**src/rtl/prq_pkg.sv**
```systemverilog
// ----------------------------------------------------------------------------
// prq_pkg
// Shared constants, types and channel layout of the priority ready queue.
// ----------------------------------------------------------------------------
package prq_pkg;

   localparam int NUM_LEVELS = 16;
   localparam int NUM_TASKS  = 32;

   localparam int LEVEL_W = $clog2(NUM_LEVELS);
   localparam int TASK_W  = $clog2(NUM_TASKS);
   localparam int TOP_W   = $clog2(NUM_LEVELS + 1);
   localparam int KIND_W  = 2;

   localparam int REQ_FIELDS_W = KIND_W + TASK_W + LEVEL_W;
   localparam int RSP_FIELDS_W = TOP_W + TASK_W + 1;
   localparam int REQ_DATA_W   = ((REQ_FIELDS_W + 7) / 8) * 8;
   localparam int RSP_DATA_W   = ((RSP_FIELDS_W + 7) / 8) * 8;

   typedef logic [LEVEL_W-1:0] level_type;
   typedef logic [TASK_W-1:0]  task_type;
   typedef logic [TOP_W-1:0]   top_type;
   typedef logic [KIND_W-1:0]  kind_type;

   localparam kind_type KIND_TAIL   = 2'd0;
   localparam kind_type KIND_HEAD   = 2'd1;
   localparam kind_type KIND_DELETE = 2'd2;

   localparam top_type TOP_NONE = TOP_W'(NUM_LEVELS);

   // link store read data, captured when a request is accepted
   typedef struct packed {
      task_type  lvl_head;
      task_type  lvl_tail;
      task_type  next;
      task_type  prev;
      level_type tlevel;
   } rd_type;

   // link store write port, one write per table per step
   typedef struct packed {
      logic      head_we;
      level_type head_addr;
      task_type  head_data;
      logic      tail_we;
      level_type tail_addr;
      task_type  tail_data;
      logic      next_we;
      task_type  next_addr;
      task_type  next_data;
      logic      prev_we;
      task_type  prev_addr;
      task_type  prev_data;
      logic      tlev_we;
      task_type  tlev_addr;
      level_type tlev_data;
   } wr_type;

endpackage

```
**src/rtl/prq_store.sv**
```systemverilog
// ----------------------------------------------------------------------------
// prq_store
// Head/tail tables per level and link/level tables per task, with registered
// reads and a bypass from the write that commits in the same cycle.
// ----------------------------------------------------------------------------
module prq_store (
   input  logic               clock,
   input  logic               rd_en,
   input  prq_pkg::task_type  rd_task,
   input  prq_pkg::level_type rd_level,
   input  prq_pkg::wr_type    wr,
   input  logic               top_load,
   input  prq_pkg::top_type   top_level,
   output prq_pkg::rd_type    rd,
   output prq_pkg::task_type  top_task
);
   import prq_pkg::*;

   task_type  head_mem [NUM_LEVELS];
   task_type  tail_mem [NUM_LEVELS];
   task_type  next_mem [NUM_TASKS];
   task_type  prev_mem [NUM_TASKS];
   level_type tlev_mem [NUM_TASKS];

   rd_type   rd_ff;
   task_type top_task_ff;

   always_ff @(posedge clock) begin
      if (wr.head_we) begin
         head_mem[wr.head_addr] <= wr.head_data;
      end
      if (wr.tail_we) begin
         tail_mem[wr.tail_addr] <= wr.tail_data;
      end
      if (wr.next_we) begin
         next_mem[wr.next_addr] <= wr.next_data;
      end
      if (wr.prev_we) begin
         prev_mem[wr.prev_addr] <= wr.prev_data;
      end
      if (wr.tlev_we) begin
         tlev_mem[wr.tlev_addr] <= wr.tlev_data;
      end
   end

   always_ff @(posedge clock) begin
      if (rd_en) begin
         rd_ff.lvl_head <= (wr.head_we && wr.head_addr == rd_level) ?
                           wr.head_data : head_mem[rd_level];
         rd_ff.lvl_tail <= (wr.tail_we && wr.tail_addr == rd_level) ?
                           wr.tail_data : tail_mem[rd_level];
         rd_ff.next     <= (wr.next_we && wr.next_addr == rd_task) ?
                           wr.next_data : next_mem[rd_task];
         rd_ff.prev     <= (wr.prev_we && wr.prev_addr == rd_task) ?
                           wr.prev_data : prev_mem[rd_task];
         rd_ff.tlevel   <= (wr.tlev_we && wr.tlev_addr == rd_task) ?
                           wr.tlev_data : tlev_mem[rd_task];
      end
   end

   // head of the best level after the step, second read port
   always_ff @(posedge clock) begin
      if (top_load) begin
         if (top_level == TOP_NONE) begin
            top_task_ff <= '0;
         end else if (wr.head_we && top_type'(wr.head_addr) == top_level) begin
            top_task_ff <= wr.head_data;
         end else begin
            top_task_ff <= head_mem[top_level[LEVEL_W-1:0]];
         end
      end
   end

   assign rd       = rd_ff;
   assign top_task = top_task_ff;

endmodule

```
**src/rtl/prq_update.sv**
```systemverilog
// ----------------------------------------------------------------------------
// prq_update
// One queue operation: bitmap, queued and head/tail flags, best level and the
// link table writes.
// ----------------------------------------------------------------------------
module prq_update (
   input  logic               clock,
   input  logic               reset,
   input  logic               commit,
   input  prq_pkg::kind_type  kind,
   input  prq_pkg::task_type  task_id,
   input  prq_pkg::level_type priority_req,
   input  prq_pkg::rd_type    rd,
   output prq_pkg::wr_type    wr,
   output prq_pkg::top_type   new_best,
   output logic               error
);
   import prq_pkg::*;

   logic [NUM_LEVELS-1:0] bitmap_ff, bitmap_in;
   logic [NUM_TASKS-1:0]  queued_ff, queued_in;
   logic [NUM_TASKS-1:0]  head_flag_ff, head_flag_in;
   logic [NUM_TASKS-1:0]  tail_flag_ff, tail_flag_in;
   top_type               best_ff, best_in;

   function automatic top_type lowest_set(input logic [NUM_LEVELS-1:0] bits);
      top_type r;
      r = TOP_NONE;
      for (int i = NUM_LEVELS - 1; i >= 0; i--) begin
         if (bits[i]) begin
            r = top_type'(i);
         end
      end
      return r;
   endfunction

   always_comb begin
      bitmap_in    = bitmap_ff;
      queued_in    = queued_ff;
      head_flag_in = head_flag_ff;
      tail_flag_in = tail_flag_ff;
      best_in      = best_ff;
      wr           = '0;
      error        = 1'b0;
      if (commit) begin
         unique case (kind)
            KIND_TAIL, KIND_HEAD: begin
               if (queued_ff[task_id]) begin
                  error = 1'b1;
               end else begin
                  wr.tlev_we   = 1'b1;
                  wr.tlev_addr = task_id;
                  wr.tlev_data = priority_req;
                  wr.head_addr = priority_req;
                  wr.head_data = task_id;
                  wr.tail_addr = priority_req;
                  wr.tail_data = task_id;
                  if (kind == KIND_TAIL) begin
                     wr.tail_we            = 1'b1;
                     tail_flag_in[task_id] = 1'b1;
                     head_flag_in[task_id] = !bitmap_ff[priority_req];
                     if (bitmap_ff[priority_req]) begin
                        wr.next_we   = 1'b1;
                        wr.next_addr = rd.lvl_tail;
                        wr.next_data = task_id;
                        wr.prev_we   = 1'b1;
                        wr.prev_addr = task_id;
                        wr.prev_data = rd.lvl_tail;
                        tail_flag_in[rd.lvl_tail] = 1'b0;
                     end else begin
                        wr.head_we = 1'b1;
                     end
                  end else begin
                     wr.head_we            = 1'b1;
                     head_flag_in[task_id] = 1'b1;
                     tail_flag_in[task_id] = !bitmap_ff[priority_req];
                     if (bitmap_ff[priority_req]) begin
                        wr.prev_we   = 1'b1;
                        wr.prev_addr = rd.lvl_head;
                        wr.prev_data = task_id;
                        wr.next_we   = 1'b1;
                        wr.next_addr = task_id;
                        wr.next_data = rd.lvl_head;
                        head_flag_in[rd.lvl_head] = 1'b0;
                     end else begin
                        wr.tail_we = 1'b1;
                     end
                  end
                  bitmap_in[priority_req] = 1'b1;
                  queued_in[task_id]      = 1'b1;
                  if (top_type'(priority_req) < best_ff) begin
                     best_in = top_type'(priority_req);
                  end
               end
            end
            KIND_DELETE: begin
               if (!queued_ff[task_id]) begin
                  error = 1'b1;
               end else begin
                  queued_in[task_id] = 1'b0;
                  wr.head_addr = rd.tlevel;
                  wr.head_data = rd.next;
                  wr.tail_addr = rd.tlevel;
                  wr.tail_data = rd.prev;
                  wr.next_addr = rd.prev;
                  wr.next_data = rd.next;
                  wr.prev_addr = rd.next;
                  wr.prev_data = rd.prev;
                  priority if (head_flag_ff[task_id] && tail_flag_ff[task_id]) begin
                     // last task of its level
                     bitmap_in[rd.tlevel] = 1'b0;
                     if (top_type'(rd.tlevel) == best_ff) begin
                        best_in = lowest_set(bitmap_in);
                     end
                  end else if (head_flag_ff[task_id]) begin
                     wr.head_we            = 1'b1;
                     head_flag_in[rd.next] = 1'b1;
                  end else if (tail_flag_ff[task_id]) begin
                     wr.tail_we            = 1'b1;
                     tail_flag_in[rd.prev] = 1'b1;
                  end else begin
                     wr.next_we = 1'b1;
                     wr.prev_we = 1'b1;
                  end
               end
            end
            default: begin
               error = 1'b0;
            end
         endcase
      end
      new_best = best_in;
   end

   always_ff @(posedge clock) begin
      if (reset) begin
         bitmap_ff    <= '0;
         queued_ff    <= '0;
         head_flag_ff <= '0;
         tail_flag_ff <= '0;
         best_ff      <= TOP_NONE;
      end else begin
         bitmap_ff    <= bitmap_in;
         queued_ff    <= queued_in;
         head_flag_ff <= head_flag_in;
         tail_flag_ff <= tail_flag_in;
         best_ff      <= best_in;
      end
   end

endmodule

```
**src/rtl/priority_ready_queue_unit.sv**
```systemverilog
// An accepted request loads the input register; its step commits and loads
// the result register once no stalled result is held. Throughput: one request
// per cycle unless the result side stalls, set by the read-modify-write
// of the link tables in prq_store with bypass from the committing step.
// Reset clears the level bitmap, queued flags and best level (none ready);
// the link tables keep their contents and are read only once written.
// ----------------------------------------------------------------------------
// priority_ready_queue_unit
// Scheduler ready queue: per-level linked FIFOs of tasks with a level bitmap.
// ----------------------------------------------------------------------------
module priority_ready_queue_unit (
   input  logic                             clock,
   input  logic                             reset,
   input  logic                             req_tvalid,
   output logic                             req_tready,
   // kind[1:0], task_id[6:2], priority_req[10:7], zero fill
   input  logic [prq_pkg::REQ_DATA_W-1:0]   req_tdata,
   output logic                             rsp_tvalid,
   input  logic                             rsp_tready,
   // top_level[4:0], top_task[9:5], error[10], zero fill
   output logic [prq_pkg::RSP_DATA_W-1:0]   rsp_tdata
);
   import prq_pkg::*;

   logic      s1_valid_ff, s1_valid_in;
   kind_type  s1_kind_ff;
   task_type  s1_task_ff;
   level_type s1_pri_ff;
   logic      rsp_valid_ff, rsp_valid_in;
   top_type   rsp_level_ff;
   logic      rsp_error_ff;

   logic      req_fire;
   logic      commit;
   rd_type    rd;
   wr_type    wr;
   top_type   new_best;
   logic      step_error;
   task_type  top_task;
   kind_type  req_kind;
   task_type  req_task;
   level_type req_pri;

   assign req_kind = req_tdata[KIND_W-1:0];
   assign req_task = req_tdata[KIND_W +: TASK_W];
   assign req_pri  = req_tdata[KIND_W+TASK_W +: LEVEL_W];

   assign commit     = s1_valid_ff && (!rsp_valid_ff || rsp_tready);
   assign req_tready = !s1_valid_ff || commit;
   assign req_fire   = req_tvalid && req_tready;

   assign s1_valid_in  = req_fire ? 1'b1 : (commit ? 1'b0 : s1_valid_ff);
   assign rsp_valid_in = commit ? 1'b1 : (rsp_tready ? 1'b0 : rsp_valid_ff);

   always_ff @(posedge clock) begin
      if (reset) begin
         s1_valid_ff  <= 1'b0;
         rsp_valid_ff <= 1'b0;
      end else begin
         s1_valid_ff  <= s1_valid_in;
         rsp_valid_ff <= rsp_valid_in;
      end
   end

   always_ff @(posedge clock) begin
      if (req_fire) begin
         s1_kind_ff <= req_kind;
         s1_task_ff <= req_task;
         s1_pri_ff  <= req_pri;
      end
      if (commit) begin
         rsp_level_ff <= new_best;
         rsp_error_ff <= step_error;
      end
   end

   prq_store u_store (
      .clock     (clock),
      .rd_en     (req_fire),
      .rd_task   (req_task),
      .rd_level  (req_pri),
      .wr        (wr),
      .top_load  (commit),
      .top_level (new_best),
      .rd        (rd),
      .top_task  (top_task)
   );

   prq_update u_update (
      .clock        (clock),
      .reset        (reset),
      .commit       (commit),
      .kind         (s1_kind_ff),
      .task_id      (s1_task_ff),
      .priority_req (s1_pri_ff),
      .rd           (rd),
      .wr           (wr),
      .new_best     (new_best),
      .error        (step_error)
   );

   assign rsp_tvalid = rsp_valid_ff;
   assign rsp_tdata  = RSP_DATA_W'({rsp_error_ff, top_task, rsp_level_ff});

endmodule

```
**config.mk**
```make
export PLATFORM = sky130hd
export DESIGN_NAME = priority_ready_queue_unit
export DESIGN_NICKNAME = d
export VERILOG_FILES = /design/src/rtl/prq_pkg.sv /design/src/rtl/prq_store.sv /design/src/rtl/prq_update.sv /design/src/rtl/priority_ready_queue_unit.sv
export SDC_FILE = /design/constraint.sdc
export NUM_CORES = 1
export LEC_CHECK = 0
export BUFFER_PORTS_ARGS = -buffer_cell sky130_fd_sc_hd__clkbuf_2
export CORE_MARGIN = 2
export CORE_UTILIZATION = 25
export CTS_CLUSTER_DIAMETER = 200
export DETAILED_ROUTE_END_ITERATION = 8
export GPL_TIMING_DRIVEN = 0
export PLACE_DENSITY = 0.46
export REMOVE_ABC_BUFFERS = 1
export SLEW_MARGIN = 20
export SYNTH_ARGS = -nofsm -noshare
export SYNTH_HDL_FRONTEND = slang
export SYNTH_HIERARCHICAL = 1
export SYNTH_SLANG_ARGS = --single-unit
```
**constraint.sdc**
```tcl
create_clock -name clock -period 9.9 [get_ports clock]
set_input_delay 1.485 -clock clock [delete_from_list [all_inputs] [get_ports clock]]
set_output_delay 1.485 -clock clock [all_outputs]
set_load 0.02 [all_outputs]
```
# --- Word level (Yosys, flattened, before mapping) ---
# Memories as Yosys holds them, arrays and structs flattened. A register that Yosys moved wholly into a read port is not among the register bits.
# Cells that the tools add are included.
word_totals:
  ramBits: 608
  out_inout_bits: 18
  word_cells: 190
  memories: 5
  input_bits: 20
  ff_bits: 141
op_classes:
  muxes: 106
  eq_ne: 12
  n_bitwise: 14
  reduce_logical: 25
  n_lt_le_gt_ge: 15
mem_list:
  columns: ["memory", "depth", "width", "read_ports", "rd_ports_with_merged_regs", "wr", "line_no", "rtl"]
  rows:
  - ["u_store.next_mem", 32, 5, 1, 1, 1, "prq_store.sv:21", "task_type next_mem [NUM_TASKS];"]
  - ["u_store.prev_mem", 32, 5, 1, 1, 1, "prq_store.sv:22", "task_type prev_mem [NUM_TASKS];"]
  - ["u_store.tlev_mem", 32, 4, 1, 1, 1, "prq_store.sv:23", "level_type tlev_mem [NUM_TASKS];"]
  - ["u_store.head_mem", 16, 5, 2, 1, 1, "prq_store.sv:19", "task_type head_mem [NUM_LEVELS];"]
  - ["u_store.tail_mem", 16, 5, 1, 1, 1, "prq_store.sv:20", "task_type tail_mem [NUM_LEVELS];"]
op_table:
  columns: ["op", "n"]
  rows:
  - ["$mux 32", 15]
  - ["$pmux 32 s2", 3]
  - ["$or 32x32->32", 5]
  - ["$mux 5", 23]
  - ["$mux 52", 2]
  - ["$and 32x32->32", 3]
  - ["$not 32->32", 3]
  - ["$pmux 42 s2", 1]
  - ["$mux 22", 3]
  - ["$bwmux 32", 2]
  - ["$mux 16", 3]
  - ["$mux 42", 1]
  - ["$mux 1", 38]
  - ["$pmux 16 s2", 1]
  - ["$lt 5x6->1 const B", 5]
  - ["$demux 1 s5", 5]
  - ["$ge 5x1->1 const B", 5]
  - ["$and 16x16->16", 1]
  - ["$not 16->16", 1]
  - ["$or 16x16->16", 1]
  - ["$bmux 1 s5", 3]
  - ["$logic_and 1x1->1", 11]
  - ["$eq 4x5->1", 2]
  - ["$lt 4x5->1 const B", 2]
  - ["other kinds (21)", 33]

# --- Logic depth before layout (Yosys ltp) ---
depth:
  ltp_word: 30
  ltp_mapped: 18
  mapped_depth_nobuf: 15

# --- Cells and area by module ---
# Netlist, hierarchy kept.
modules_own_cells:
  columns: ["mod", "area_per_inst_um2", "n_inst", "cells_each"]
  rows:
  - ["prq_store", 26386.6, 1, 1386]
  - ["prq_update", 9855.7, 1, 1350]
  - ["priority_ready_queue_unit", 663.1, 1, 34]

# --- Worst setup path after synthesis ---
# No wires, ideal clock.
synth_timing:
  kind: "input to register"
  startpoint: "input rsp_tready"
  endpoint: "register u_store/rd[12] (netlist name)"
  n_path_buf: 5
  t_required_ps: 9631
  arrival_time_ps: 4819
  setup_time_ps: 269
  path_slack_ps: 4812
  path_stages: 13
  path_cell_list: "nand2b_1 and2_2 clkbuf_1 nand2_1 clkbuf_1 a21oi_1 buf_4 clkbuf_1 xor2_1 nor4_1 and3_1 clkbuf_1 o41ai_1"
synth_via:
  elab_chain_cells: 4
synth_rtl:
  columns: ["element", "line_no", "rtl"]
  rows:
  - ["from (decl)", "priority_ready_queue_unit.sv:19", "input logic rsp_tready,"]
  - ["$logic_or 1x1->1", "priority_ready_queue_unit.sv:48", "assign commit = s1_valid_ff && (!rsp_valid_ff || rsp_tready);"]
  - ["$logic_and 1x1->1", "priority_ready_queue_unit.sv:48", null]
  - ["named net commit", "priority_ready_queue_unit.sv:34", "logic commit;"]
  - ["$logic_or 1x1->1", "priority_ready_queue_unit.sv:49", "assign req_tready = !s1_valid_ff || commit;"]
  - ["$logic_and 1x1->1", "priority_ready_queue_unit.sv:50", "assign req_fire = req_tvalid && req_tready;"]
# The timed path passes the listed nets, and every way through them passes these cells.
# A chain may end at the register's enable or synchronous reset.

==> results.yml <==
cts:
  cts_setup_buffers: 0
  cts_resized: 0
  cts-root-buf: "clkbuf_16"
  cts-hold-fix-buffers: 0
  clock_path_buffers: 3
  h-tree-depth: 3
  clk_pin_slew_worst_paths_ns: 0.06
  clock-sinks: 773
  cts_tree: "yes"
  clk_latency_ns: 0.70
  cts-buffers-inserted: 86
worst_setup_path:
  path_buf_inv: 2
  max_stage_delay_ns: 1.10
  crit_fanout: 22
  worstPathCellList: "or3b_1, o22a_1, nand3_1, a2111oi_4, nand2_1, nor2_1, a22oi_1, a21oi_4, buf_8, buf_16, xor2_1, nor4_1, and3_1, o41ai_1"
  cp.required_ns: 10.31
  crit_family: "compound AO/OA/AOI/OAI gates"
  endpoint_kind: "flip-flop"
  start_kind: "flip-flop"
  path_class: "reg2reg"
  critPathSlowestCell: "edfxtp_1"
  arrival_ns: 7.11
synth:
  yosysUniqueCellTypes: 90
  ys.flop_type: "edfxtp_1"
  ys_ff_latch: 773
  syn_area_sq_um: 36900
  synthTopCellsByArea: "edfxtp_1 (53%), mux4_2 (6.7%), dfxtp_1 (6.5%)"
  async_reset_ff_share_pct: 0
  synth.yosys.seq_area_share_pct: 59.7
  yosys_warnings: 6
  synth.avg_cell_area_sq_um: 13.3
  synthCells: 2770
  synth_largest_area_cell: "edfxtp_1"
  synth-edff-count: 654
  synth_top_cell_area_share_pct: 53.2
routing:
  wl_per_cell_um: 24.2
  wirelength_mm: 113
  vias: 24363
  first_pass_iters: 5
  vias_per_cell: 5.20
  route.detailed.drc: 0
  ant_nets: 0
  drtIter0Drc: 2363
pwr:
  p_per_area_nw_per_um2: 173
  pwr-share-seq_pct: 49.0
  p_switching_mw: 1.78
  pwr-share-comb_pct: 7.1
  ir_drop_mv: 0.131
  power.leakage_nw: 14.2
  pwr-share-clk_pct: 44.0
  p_sw_share_pct: 24.3
  intPower_mw: 5.56
grt:
  gr-total-overflow: 0
  grt_pass1_wl_mm: 166
  grt_pass1_vias: 23890
  track_usage_pct: 14.6
  antenna_found_initial: 2
  grt_max_degree: 64
floorplan:
  die-area_sq_um: 151000
  rows: 140
  pin_count: 38
  chipWidth_um: 388
  die_h_um: 388
  coreArea_sq_um: 146000
  initial_core_util_pct: 25.3
sta:
  fin_crit_sh_pct: 67.7
  setup_ws_ns: 3.20
  report.final.slew_viol_count: 0
  finalHoldViolations: 0
  finalSetupViolCount: 0
  fin_worst_skew_ns: 0.0416
  layout_min_cycle_time_ns: 6.70
  rsz0062_at_grt: "no"
  worst_pin_slew_ns: 1.21
  max_freq_ghz: 0.149
  tns_ns: 0
  relSlewSlack_pct: 19.3
layout:
  nets: 2722
  layout-drive-gt1-share_pct: 15.6
  insertedDiodeCount: 0
  final_core_util_pct: 29.0
  syn_to_final_growth_pct: 14.9
place:
  place_congestion: 0.837
  place_hpwl_mm: 72.8
  io_buffers: 27
  place_ws_ns: 3.22
hold_path:
  hp-class: "reg2reg"
run_status:
  outcome: "completed"
job:
  drv_cap: 0
## worst register-to-register path, delay by kind of cell (launching register included)
kind | cells | cell delay [ns]
AOI/OAI and AO/OA | 5 | 2.63
xor gates and xnor gates | 1 | 0.16
buffers and inverters | 2 | 0.42
DFF | 1 | 1.10
and+or+nand+nor | 6 | 2.13
## kinds of logic after synthesis
logic type               after synthesis  share of synthesized area, %
AO/OA/AOI/OAI                        598                          11.4
XOR/XNOR                              28                         0.664
buffers and inverters                257                          3.48
AND/OR/NAND/NOR                      732                          9.58
adder cells (fa/ha/maj)                3                         0.102
flip-flops                           773                          59.7
multiplexers                         378                          15.1
other                                  1                        0.0102
## power groups by stage
stage | clock [mW] | combinational (mW) | sequential [mW]
4_1_cts | 3.32 | 0.515 | 3.59
6_report | 3.22 | 0.518 | 3.59
3_3_place_gp | 0 | 0.485 | 3.68
3_5_place_dp | 0 | 0.513 | 3.66
5_1_grt | 3.45 | 0.550 | 3.59
2_1_floorplan | 0 | 0.269 | 3.63
## stage by stage
step	total power [mW]	instances	cell area [sq um]	hold WS, ns
after floorplan	3.90	2536	35700	0.457
after global placement	4.16	4480	38200	0.475
after detailed placement	4.17	4527	39600	0.483
after CTS	7.43	4681	42400	0.495
after global routing	7.59	4682	42400	0.515
final	7.33	4682	42400	0.493
## layout by cell type (no fill, tap or decap), types with 38 or more instances in the layout
cell       count
a221oi_1      43
edfxtp_1     654
a21oi_1      157
mux4_2       109
clkbuf_16     87
nor2_1       294
o22ai_1       38
nand2_1      131
nand3_1       61
dfxtp_1      119
nor3_1        41
mux2i_1      212
o21ai_0       53
o221ai_1      39
## routing by layer
| layer | global-route usage [%] | vias to the layer above | share of wire, % |
|---|---|---|---|
| met5 | 0 | - | 0 |
| met4 | 4.85 | 0 | 2.9 |
| met3 | 2.55 | 198 | 6.5 |
| met2 | 22.8 | 951 | 46 |
| met1 | 20.4 | 12461 | 45 |
| li1 | - | 10753 | - |
## worst paths after layout
check | slack, ns | cells past startpoint | end | start
max | 3.20 | 14 | u_store/rd[12]$_DFFE_PP_ | s1_task_ff[2]$_DFFE_PP_
min | 0.49 | 2 | u_update/tail_flag_ff[19]$_SDFFE_PP0P_ | u_update/tail_flag_ff[19]$_SDFFE_PP0P_
max reg2reg | 3.20 | 14 | u_store/rd[12]$_DFFE_PP_ | s1_task_ff[2]$_DFFE_PP_
min reg2reg | 0.49 | 2 | u_update/tail_flag_ff[19]$_SDFFE_PP0P_ | u_update/tail_flag_ff[19]$_SDFFE_PP0P_
## synth_stat cells (26+ instances only)
| library cell | n |
|---|---|
| nand2b_1 | 29 |
| o221ai_1 | 39 |
| nand3_1 | 61 |
| a311oi_1 | 37 |
| buf_4 | 37 |
| dfxtp_1 | 119 |
| mux2_2 | 32 |
| mux4_2 | 109 |
| clkbuf_1 | 141 |
| nor2b_1 | 26 |
| o22a_1 | 29 |
| a221oi_1 | 43 |
| a21oi_1 | 179 |
| nor3_1 | 41 |
| nand2_1 | 134 |
| a22oi_1 | 26 |
| o21ai_0 | 53 |
| o22ai_1 | 38 |
| mux2i_1 | 212 |
| nor2_1 | 300 |
| edfxtp_1 | 654 |
## state kept, by name, summed over array words and instances (netlist names), 24 cells and up, named ones only
signal                 count
u_update/head_flag_ff     32
u_update/tail_flag_ff     32
u_store/tail_mem          80
u_store/prev_mem         160
u_store/head_mem          80
u_store/next_mem         160
u_store/tlev_mem         128
u_store/rd                24
## cell type report
| class | instances | area (sq um) |
|---|---|---|
| fill | 14796 | 104000 |
| sequential | 773 | 22000 |
| clock buffer | 103 | 2250 |
| multi-input combinational | 1744 | 13900 |
| clock inverter | 51 | 567 |
| tap | 1917 | 2400 |
| timing repair buffer | 75 | 1210 |
| inverter | 19 | 71.3 |
(Power assumes the default switching activity.)
